File: src/pbgc_pkg.sv
// ----------------------------------------------------------------------------
// pbgc_pkg: shared types, constants and functions
// PRBS15 (x^15 + x^14 + 1) byte generator and checker: register map,
// seed conditioning, eight-step unrolled shift and byte popcount.
// ----------------------------------------------------------------------------
`default_nettype none

package pbgc_pkg;

	localparam int unsigned LFSR_W  = 15;
	localparam int unsigned BYTE_W  = 8;
	localparam int unsigned CNT_W   = 16;
	localparam int unsigned SEED_W  = 16;
	localparam int unsigned APB_AW  = 3;
	localparam int unsigned APB_DW  = 32;

	localparam logic [SEED_W-1:0] SEED_MASK = 16'h5A5A;
	localparam int unsigned       TAP_HI    = 14;
	localparam int unsigned       TAP_LO    = 13;

	// Register index taken from paddr[2]
	localparam logic REG_SEED = 1'b0;

	// Item kinds
	localparam logic KIND_GEN   = 1'b0;
	localparam logic KIND_CHECK = 1'b1;

	// Control between the top level and the state holders
	typedef struct packed {
		logic advance;   // an input beat was taken this cycle
		logic restart;   // reload the register and clear the counts
	} ctrl_t;

	typedef struct packed {
		logic [BYTE_W-1:0] pattern;
		logic [LFSR_W-1:0] state;
	} lfsr_step_t;

	// Start value of a run
	function automatic logic [LFSR_W-1:0] seed_init(input logic [SEED_W-1:0] seed);
		logic [SEED_W-1:0] v;
		v = (seed ^ SEED_MASK) | 16'h0001;
		return v[LFSR_W-1:0];
	endfunction

	// Eight register steps; new bits gathered MSB first
	function automatic lfsr_step_t lfsr_step8(input logic [LFSR_W-1:0] s);
		lfsr_step_t r;
		logic       nb;
		r.state   = s;
		r.pattern = '0;
		for (int i = 0; i < BYTE_W; i++) begin
			nb        = r.state[TAP_HI] ^ r.state[TAP_LO];
			r.state   = {r.state[LFSR_W-2:0], nb};
			r.pattern = {r.pattern[BYTE_W-2:0], nb};
		end
		return r;
	endfunction

	function automatic logic [3:0] ones8(input logic [BYTE_W-1:0] v);
		logic [3:0] n;
		n = '0;
		for (int i = 0; i < BYTE_W; i++) begin
			n = n + {3'b000, v[i]};
		end
		return n;
	endfunction

endpackage

`default_nettype wire

File: src/pbgc_check.sv
// ----------------------------------------------------------------------------
// pbgc_check: received byte comparison and error counts
// Compares the received byte with the pattern and keeps the wrapping
// bad-byte and bit-error counts of the current run.
// ----------------------------------------------------------------------------
`default_nettype none

module pbgc_check
	import pbgc_pkg::*;
(
	input  wire logic              clk,
	input  wire logic              arst_n,
	input  wire ctrl_t             ctrl,
	input  wire logic              kind,
	input  wire logic [BYTE_W-1:0] data_byte,
	input  wire logic [BYTE_W-1:0] pattern,
	output logic      [BYTE_W-1:0] error_bits,
	output logic      [CNT_W-1:0]  err_bit_count,
	output logic      [CNT_W-1:0]  bad_bytes
);

	logic [CNT_W-1:0] bit_total_q;
	logic [CNT_W-1:0] bad_total_q;
	logic             mismatch;

	// Difference is only meaningful for check items
	assign error_bits = (kind == KIND_CHECK) ? (pattern ^ data_byte) : '0;
	assign mismatch   = |error_bits;

	// Counts including this beat
	assign err_bit_count = bit_total_q + {{(CNT_W-4){1'b0}}, ones8(error_bits)};
	assign bad_bytes     = bad_total_q + {{(CNT_W-1){1'b0}}, mismatch};

	always_ff @(posedge clk or negedge arst_n) begin
		if (!arst_n) begin
			bit_total_q <= '0;
			bad_total_q <= '0;
		end else if (ctrl.restart) begin
			bit_total_q <= '0;
			bad_total_q <= '0;
		end else if (ctrl.advance) begin
			bit_total_q <= err_bit_count;
			bad_total_q <= bad_bytes;
		end
	end

endmodule

`default_nettype wire

File: config.mk
export PLATFORM = sky130hd
export DESIGN_NAME = pbgc_check
export DESIGN_NICKNAME = d
export VERILOG_FILES = /design/src/pbgc_pkg.sv /design/src/pbgc_check.sv
export SDC_FILE = /design/constraint.sdc
export NUM_CORES = 1
export LEC_CHECK = 0
export ABC_AREA = 1
export BUFFER_PORTS_ARGS = -buffer_cell sky130_fd_sc_hd__buf_2
export CAP_MARGIN = 30
export CORE_ASPECT_RATIO = 0.7
export CORE_UTILIZATION = 35
export CTS_CLUSTER_DIAMETER = 150
export DETAILED_ROUTE_END_ITERATION = 12
export GPL_ROUTABILITY_DRIVEN = 0
export SYNTH_ARGS = -nofsm -noshare
export SYNTH_HDL_FRONTEND = slang
export SYNTH_SLANG_ARGS = --single-unit
File: constraint.sdc
create_clock -name clk -period 13.2 [get_ports clk]
set_input_delay 2.64 -clock clk [delete_from_list [all_inputs] [get_ports clk]]
set_output_delay 2.64 -clock clk [all_outputs]
set_load 0.01 [all_outputs]
# Word level (Yosys, flattened, before mapping)
# Index checks and enable logic that the tools add are counted.
# classes
mux	5
reduce_logical	2
n_bitwise	1
add_sub_neg	9
# op_table
operator	n
$mux 16	4
$add 16x1->16	1
$add 16x4->16	1
$add 4x1->4	4
$mux 8	1
$reduce_or 8->1	1
$xor 8x8->8	1
$add 3x1->4	1
$add 2x1->3	1
$add 1x1->2	1
$reduce_bool 2->1	1
# totals
input_bits	21
register_bits	32
out_inout_bits	40
word_cells	19

# Logic depth before layout (Yosys ltp)
# Gate-level depths: netlist (run 1).
# logic_depth
depth_word	12
ltp_mapped	19

# Worst setup path before layout (run 1)
# Ideal clock, no wire load.
# synth_path
kind	input to output
start	in kind
end	out err_bit_count[10]
n_path_buf	0
setup_slack_ns	4.527
required_ns	10.560
stages	16
t_arrival_ns	6.033
path_cell_list	inv_1 -> nor3_1 -> inv_1 -> fa_1 -> fa_1 -> inv_1 -> fa_1 -> fa_1 -> inv_1 -> fa_1 -> inv_1 -> nand3_1 -> nand2_2 -> nand2_1 -> o21bai_1 -> and2_1
# synth_between
elab_chain_len	9
# synth_lines
element	line	rtl
start, declared	pbgc_check.sv:14	input wire logic kind,
$mux 8	pbgc_check.sv:27	assign error_bits = (kind == KIND_CHECK) ? (pattern ^ data_byte) : '0;
net error_bits[1]	pbgc_check.sv:17	output logic [BYTE_W-1:0] error_bits,
$add 1x1->2	pbgc_pkg.sv:64	n = n + {3'b000, v[i]};
$add 2x1->3	pbgc_pkg.sv:64	
$add 3x1->4	pbgc_pkg.sv:64	
$add 4x1->4 (4 in a row)	pbgc_pkg.sv:64	
$add 16x4->16	pbgc_check.sv:31	assign err_bit_count = bit_total_q + {{(CNT_W-4){1'b0}}, ones8(error_bits)};
end, declared	pbgc_check.sv:18	output logic [CNT_W-1:0] err_bit_count,
# The timed path passes the listed nets, and every way through them passes these cells.

# Worst setup path in the final report (run 1)
# layout_path
start	in kind
end	out err_bit_count[10]
# layout_between
elab_chain_len	9
# layout_lines
element	line
$mux 8 (*)	pbgc_check.sv:27
$add 1x1->2	pbgc_pkg.sv:64
$add 2x1->3	pbgc_pkg.sv:64
$add 3x1->4	pbgc_pkg.sv:64
$add 4x1->4 (3 in a row)	pbgc_pkg.sv:64
$add 4x1->4 (*)	pbgc_pkg.sv:64
$add 16x4->16 (*)	pbgc_check.sv:31
# Mark *: on every way between the ends. The rest lies on a longest branch, timed or not.

==> results.toml, run 1 <==
[worst_hold_path]
hold_depth = 2
hold_path.class = "flip-flop to flip-flop"
hold_start = "bad_total_q[15]"
hold_end = "bad_total_q[15]"

[synth]
synth_seq_area_share = 0.330
yosys.cell_types.count = 29
synth-compound-area-share = 0.0690
yosys.area_share.simple = 0.369
syn_inst = 340
synthMuxAreaShare = 0
synthXorXnorAreaFrac = 0.0463
synthFlopType = "dfrtp_1"
synthArstFlopShare = 1.00
yosys_warnings = 0
ys_ff_latch = 32
yosysTopAreaCell = "dfrtp_1"
syn_area_per_cell_sq_um = 7.15
synth_nets = 375
synth_edf_count = 0
synthAdderAreaFrac = 0.0875
synth_top_family_by_area = "simple AND/OR/NAND/NOR gates"
syn-cell-area_sq_mm = 0.00243
synth_area_leaders = "dfrtp_1, nand2_1, inv_1"
synth_top_area_share = 0.330

[sta]
rsz0062_at_grt = "no"
setup-tns-final_ns = 0
setup_slack_ns = 4.17
clock_skew_ns = 0.00254
slew_headroom = 0.488
slew_viol_final = 0
finalHoldViolations = 0
period_share = 0.684
max_freq_mhz = 111
setup_viol = 0
fin_crit_ns = 9.03
tightest_slew_ns = 0.768

[critical_path]
r2r_end = "bit_total_q[10]"
worstPathArrival_ns = 6.39
ff2ff_path_depth = 15
crit_path_end_kind = "output port"
worstSetupStartpointType = "primary input"
critPathKind = "primary input to output port"
cp_max_fo = 5
r2r_slack_ns = 10.22
reg2reg_from = "bit_total_q[0]"
crit_required_ns = 10.56

[die]
io_pins = 61
coreArea_sq_mm = 0.00646
initial_core_util = 0.376
fp.dieW_um = 102
fp.dieH_um = 71.7
rows = 24
dieArea_sq_mm = 0.00728

[clock_tree]
clkTransAtPathRegs_ns = 0.07
clk_path_buf_depth = 2
cts_inserted_buffers = 5
postCtsSetupRepairBufs = 0
cts.repair.resized = 0
cts_root_buf = "clkbuf_8"
h-tree-depth = 2
hold_buffers = 0
cts_tree = "yes"
clock_latency_ns = 0.29
cts.sinks = 32

[power_and_ir_drop]
combPwrFrac = 0.324
switchingPower_mw = 0.103
power.share.switching = 0.343
p_per_area_mw_per_mm2 = 102
clkPwrFrac = 0.323
p_int_mw = 0.197
seq_power_share = 0.354
vdd_drop_max_v = 0.0000370
leakage_nw = 1.64

[outcome]
status = "complete, no violations"

[grt]
grt_pass1_vias = 2210
grt.total_usage = 0.183
grt_overflow = 0
grt_pass1_wl_mm = 10.3
grt_max_degree = 33
grt_antenna_before_repair = 0

[layout]
syn2layout_area_growth_pct = 21.2
fin_nets = 439
drive_gt1_frac = 0.222
num_antenna_cells = 0

[routing]
ant_nets = 0
vias_per_cell = 4.64
drt_iter0_drc = 86
wirelength_mm = 6.03
routedWlPerCell_um = 12.2
vias = 2299
drc = 0
drt_first_pass_iters = 4

[placed_design]
place_ws_ns = 4.21
place_hpwl_mm = 4.60
numPortBuffers = 60

[flow_run]
max_cap_viol_count = 0
[state kept, by name (all words and copies together), names as in the netlist]
signal,cells
bit_total_q,16
bad_total_q,16
[layout by cell type (no fill, tap or decap)]
cell / synthesis / layout
clkinv_2: 0 / 1
nand2_1: 92 / 92
and2_1: 11 / 11
nor2_1: 20 / 20
fa_1: 5 / 5
nand3_2: 3 / 3
bufinv_16: 0 / 1
nor3_1: 9 / 9
nor2_4: 3 / 3
xor2_1: 9 / 9
clkbuf_8: 0 / 5
nand3_1: 30 / 30
buf_4: 0 / 1
xnor2_1: 2 / 2
o21ai_1: 11 / 11
clkinvlp_4: 0 / 1
inv_2: 1 / 1
a21oi_1: 3 / 3
nand3b_1: 2 / 2
nor2_2: 5 / 5
ha_1: 9 / 9
o21bai_1: 2 / 2
or2_2: 1 / 1
nor3_2: 2 / 2
o21ai_0: 5 / 5
xnor2_2: 1 / 1
nand4_1: 7 / 7
nand2_2: 5 / 5
dfrtp_1: 32 / 32
buf_2: 3 / 60
o22ai_1: 5 / 5
a22o_1: 3 / 3
inv_1: 58 / 58
[worst max-delay path, cell delays in order]
cell and delay, ns:
buf_2 0.12, inv_1 0.10, nor3_1 0.30, inv_1 0.12, fa_1 0.47, fa_1 0.50, inv_1 0.05, fa_1 0.49
fa_1 0.22, inv_1 0.07, fa_1 0.42, inv_1 0.07, nand3_1 0.09, nand2_2 0.13, nand2_1 0.14, nor2_1 0.11
nand2_1 0.06, and2_1 0.15, buf_2 0.13
[cells in the mapped netlist (all sizes together), types with 5 or more instances]
master and count:
xor2 9, o21ai 16, inv 59, nand2 97
fa 5, and2 11, o22ai 5, ha 9
nand3 33, nor2 28, nor3 11, dfrtp 32
nand4 7
[through the flow]
step | utilization | cell area [sq um] | power (mW) | std cells | hold WS, ns
final | 0.456 | 2940 | 0.300 | 496 | 0.511
after global routing | 0.456 | 2940 | 0.319 | 496 | 0.541
after CTS | 0.456 | 2940 | 0.305 | 496 | 0.510
after detailed placement | 0.439 | 2830 | 0.206 | 488 | 0.490
after global placement | 0.439 | 2830 | 0.203 | 488 | 0.481
after floorplan | - | 2430 | 0.169 | 340 | 0.459
[worst max-delay path by stage]
stage                     from  cells after the start                end
after CTS                 kind                     18   err_bit_count[8]
final                     kind                     19  err_bit_count[10]
after detailed placement  kind                     19  err_bit_count[10]
after floorplan           kind                     16  err_bit_count[10]
after global placement    kind                     19  err_bit_count[10]
after global routing      kind                     19  err_bit_count[10]
[logic make-up (layout without fill, tap and decap cells)]
kind of cell	count (synthesis)	count (layout)
flops	32	32
fa+ha+maj	14	14
xor+xnor	12	12
simple gates	190	190
buf+inv	63	128
compound gates	29	29
[per-layer routing]
layer,track usage,part of all wire,vias up
li1,-,-,1204
met5,0,0,-
met3,0.0361,0.050,6
met1,0.261,0.51,1037
met2,0.284,0.43,52
met4,0.0483,0.010,0
[area by class of cell]
class | instances | area (sq um)
Multi-Input combinational cell | 245 | 1390
Fill cell | 680 | 3510
Tap cell | 91 | 114
Sequential cell | 32 | 801
Clock buffer | 5 | 68.8
Timing Repair Buffer | 61 | 308
Inverter | 59 | 221
Clock inverter | 3 | 42.5
[power by group through the flow]
stage	registers [mW]	clock network (mW)	logic [mW]
6_report	0.106	0.0969	0.0972
5_1_grt	0.107	0.104	0.108
4_1_cts	0.106	0.0999	0.0985
3_5_place_dp	0.108	0	0.0980
3_3_place_gp	0.108	0	0.0946
2_1_floorplan	0.107	0	0.0618
(Power assumes the default switching activity.)
==> run 2, diff against run 1 <==
--- a/config.mk
+++ b/config.mk
@@ -5,7 +5,7 @@
 export SDC_FILE = /design/constraint.sdc
 export NUM_CORES = 1
 export LEC_CHECK = 0
-export ABC_AREA = 1
+export ABC_AREA = 0
 export BUFFER_PORTS_ARGS = -buffer_cell sky130_fd_sc_hd__buf_2
 export CAP_MARGIN = 30
 export CORE_ASPECT_RATIO = 0.7
==> constraint.sdc (replaced) <==
create_clock -name clk -period 9.3 [get_ports clk]
set_input_delay 1.86 -clock clk [delete_from_list [all_inputs] [get_ports clk]]
set_output_delay 1.86 -clock clk [all_outputs]
set_load 0.01 [all_outputs]
==> run 2 against run 1 <==
Effect of this change: sequential power rose by 42%; utilization down 2.7 points; synthesized area grew 4.1%; sequential share of layout area is 0.058 points lower; count of clock-buffer cells in the layout is 1 higher; sequential cell count stayed put; final area is 0.21% higher; via count decreased by 4.9%; largest power group unchanged.
==> results.toml, run 2 <==
[outcome]
status = "complete, no violations"

[layout]
fin_area_sq_mm = 0.00295
fin_nets = 375
top_regs = "bad_total_q: 16 flops, bit_total_q: 16 flops"
drive_gt1_frac = 0.224
layout_common_cells = "buf_2, dfrtp_1, nor2_1"
num_antenna_cells = 0
syn2layout_area_growth_pct = 16.6
fillCellCount = 716
layout_commonest_cell = "buf_2"

[critical_path]
crit_start = "data_byte[0]"
worstPathArrival_ns = 5.65
crit_buf_inv = 5
crit_chain = "buf_2 > xor2_1 > and2_1 > inv_1 > fa_1 > fa_1 > inv_1 > fa_1 > fa_1 > inv_1 > fa_1 > nand2b_1 > a211oi_2 > nand4_1 > xnor2_1 > buf_2"
slowest_stage = "fa_1"
crit_top_cell = "fa_1"
crit_required_ns = 7.44
critical_path.max_stage_delay_ns = 0.50
critPathKind = "primary input to output port"
worstSetupStartpointType = "primary input"
crit_path_end_kind = "output port"
reg2reg_from = "bit_total_q[0]"
cp_max_fo = 6
cpLargestDelayFamily = "adder cells"

[clock_tree]
cts_inserted_buffers = 5
hold_buffers = 0
cts_root_buf = "clkbuf_8"
clk_path_buf_depth = 2
postCtsSetupRepairBufs = 0
cts.sinks = 32
clkTransAtPathRegs_ns = 0.06
h-tree-depth = 2
clock_latency_ns = 0.28
cts_tree = "yes"
cts.repair.resized = 0

[sta]
period_share = 0.807
slew_headroom = 0.489
clock_skew_ns = 0.00645
tightest_slew_ns = 0.766
max_freq_mhz = 133
setup-tns-final_ns = 0
slew_viol_final = 0
rsz0062_at_grt = "no"
setup_viol = 0
fin_crit_ns = 7.51
finalHoldViolations = 0

[grt]
grt_max_degree = 39
grt_overflow = 0
grt_pass1_vias = 2049
grt.total_usage = 0.158
grt_pass1_wl_mm = 9.56
grt_antenna_before_repair = 0

[routing]
drc = 0
drt_first_pass_iters = 4
vias_per_cell = 5.04
routedWlPerCell_um = 13.0
vias = 2187
wirelength_mm = 5.64
ant_nets = 0
drt_iter0_drc = 85

[power_and_ir_drop]
p_per_area_mw_per_mm2 = 136
vdd_drop_max_v = 0.0000945
power_mw = 0.400
leakage_nw = 1.44

[placed_design]
numPortBuffers = 60
place_hpwl_mm = 4.13
postPlaceCellArea_sq_mm = 0.00287

[synth]
synth_edf_count = 0
synth_top_area_share = 0.317
yosys_warnings = 0
synthArstFlopShare = 1.00
yosys.cell_types.count = 46
ys_ff_latch = 32
yosysTopAreaCell = "dfrtp_1"
yosys-top-cells-count = "dfrtp_1, nor2_1, xor2_1, xnor2_1, nand2_1"
syn-cell-area_sq_mm = 0.00253
syn_inst = 287
synthFlopType = "dfrtp_1"
synth_nets = 322
synth_area_leaders = "dfrtp_1, xor2_1, xnor2_1"
synth_seq_area_share = 0.317
synth.most_common_cell = "dfrtp_1"
syn_area_per_cell_sq_um = 8.82

[die]
fp.dieW_um = 104
coreArea_sq_mm = 0.00688
initial_core_util = 0.368
io_pins = 61
fp.dieH_um = 73.1
dieArea_sq_mm = 0.00758
rows = 25

[flow_run]
max_cap_viol_count = 0

[worst_hold_path]
hold_path.class = "flip-flop to flip-flop"
hold_start = "bad_total_q[0]"
-- run 2: stage by stage --
| stage | hold WS, ns | setup WS (ns) | cells | util |
|---|---|---|---|---|
| after detailed placement | 0.520 | 1.80 | 427 | 0.417 |
| final | 0.530 | 1.79 | 434 | 0.429 |
| after global placement | 0.508 | 1.85 | 427 | 0.417 |
| after floorplan | 0.486 | 2.15 | 287 | - |
| after global routing | 0.555 | 1.54 | 434 | 0.429 |
| after CTS | 0.538 | 1.77 | 434 | 0.429 |
-- run 2: logic make-up (layout without fill, tap and decap cells) --
group,Yosys count,in the layout,synth area share
compound gates,37,37,0.101
xor+xnor,47,47,0.163
fa+ha+maj,14,14,0.0841
buf+inv,31,84,0.0549
flops,32,32,0.317
mux,8,8,0.0331
simple gates,118,118,0.248
-- run 2: cell type report --
cell class                 count  area [sq um]  area share
inverter                      17          63.8      0.0216
tap                           94           118      0.0399
multi-input combinational    224          1590       0.539
clock buffer                   6          72.6      0.0246
sequential                    32           801       0.271
clock inverter                 1          5.00     0.00170
timing repair buffer          60           300       0.102
-- run 2: final timing paths --
kind | to | slack [ns] | cells past startpoint
hold reg to reg | bad_total_q[0] | 0.53 | 2
hold / removal | bad_total_q[0] | 0.53 | 2
min in group asynchronous | bit_total_q[12] | 1.64 | 1
max in group asynchronous | bad_total_q[9] | 7.16 | 1
setup reg to reg | bit_total_q[10] | 5.86 | 11
setup / recovery | err_bit_count[12] | 1.79 | 16
-- run 2: power by group --
part           switching (mW)  internal [mW]
sequential            0.00465          0.146
combinational          0.0853         0.0615
clock                  0.0524         0.0509
-- run 2: tightest hold or removal path, stage by stage (launching register included) --
cell     delay [ns]
dfrtp_1        0.35
mux2i_1        0.07
nor2_1         0.08
-- run 2: layer usage --
metal / track usage / part of all wire
met5: 0 / 0
met4: 0.0435 / 0.0085
met2: 0.251 / 0.43
met3: 0.0393 / 0.046
met1: 0.216 / 0.52
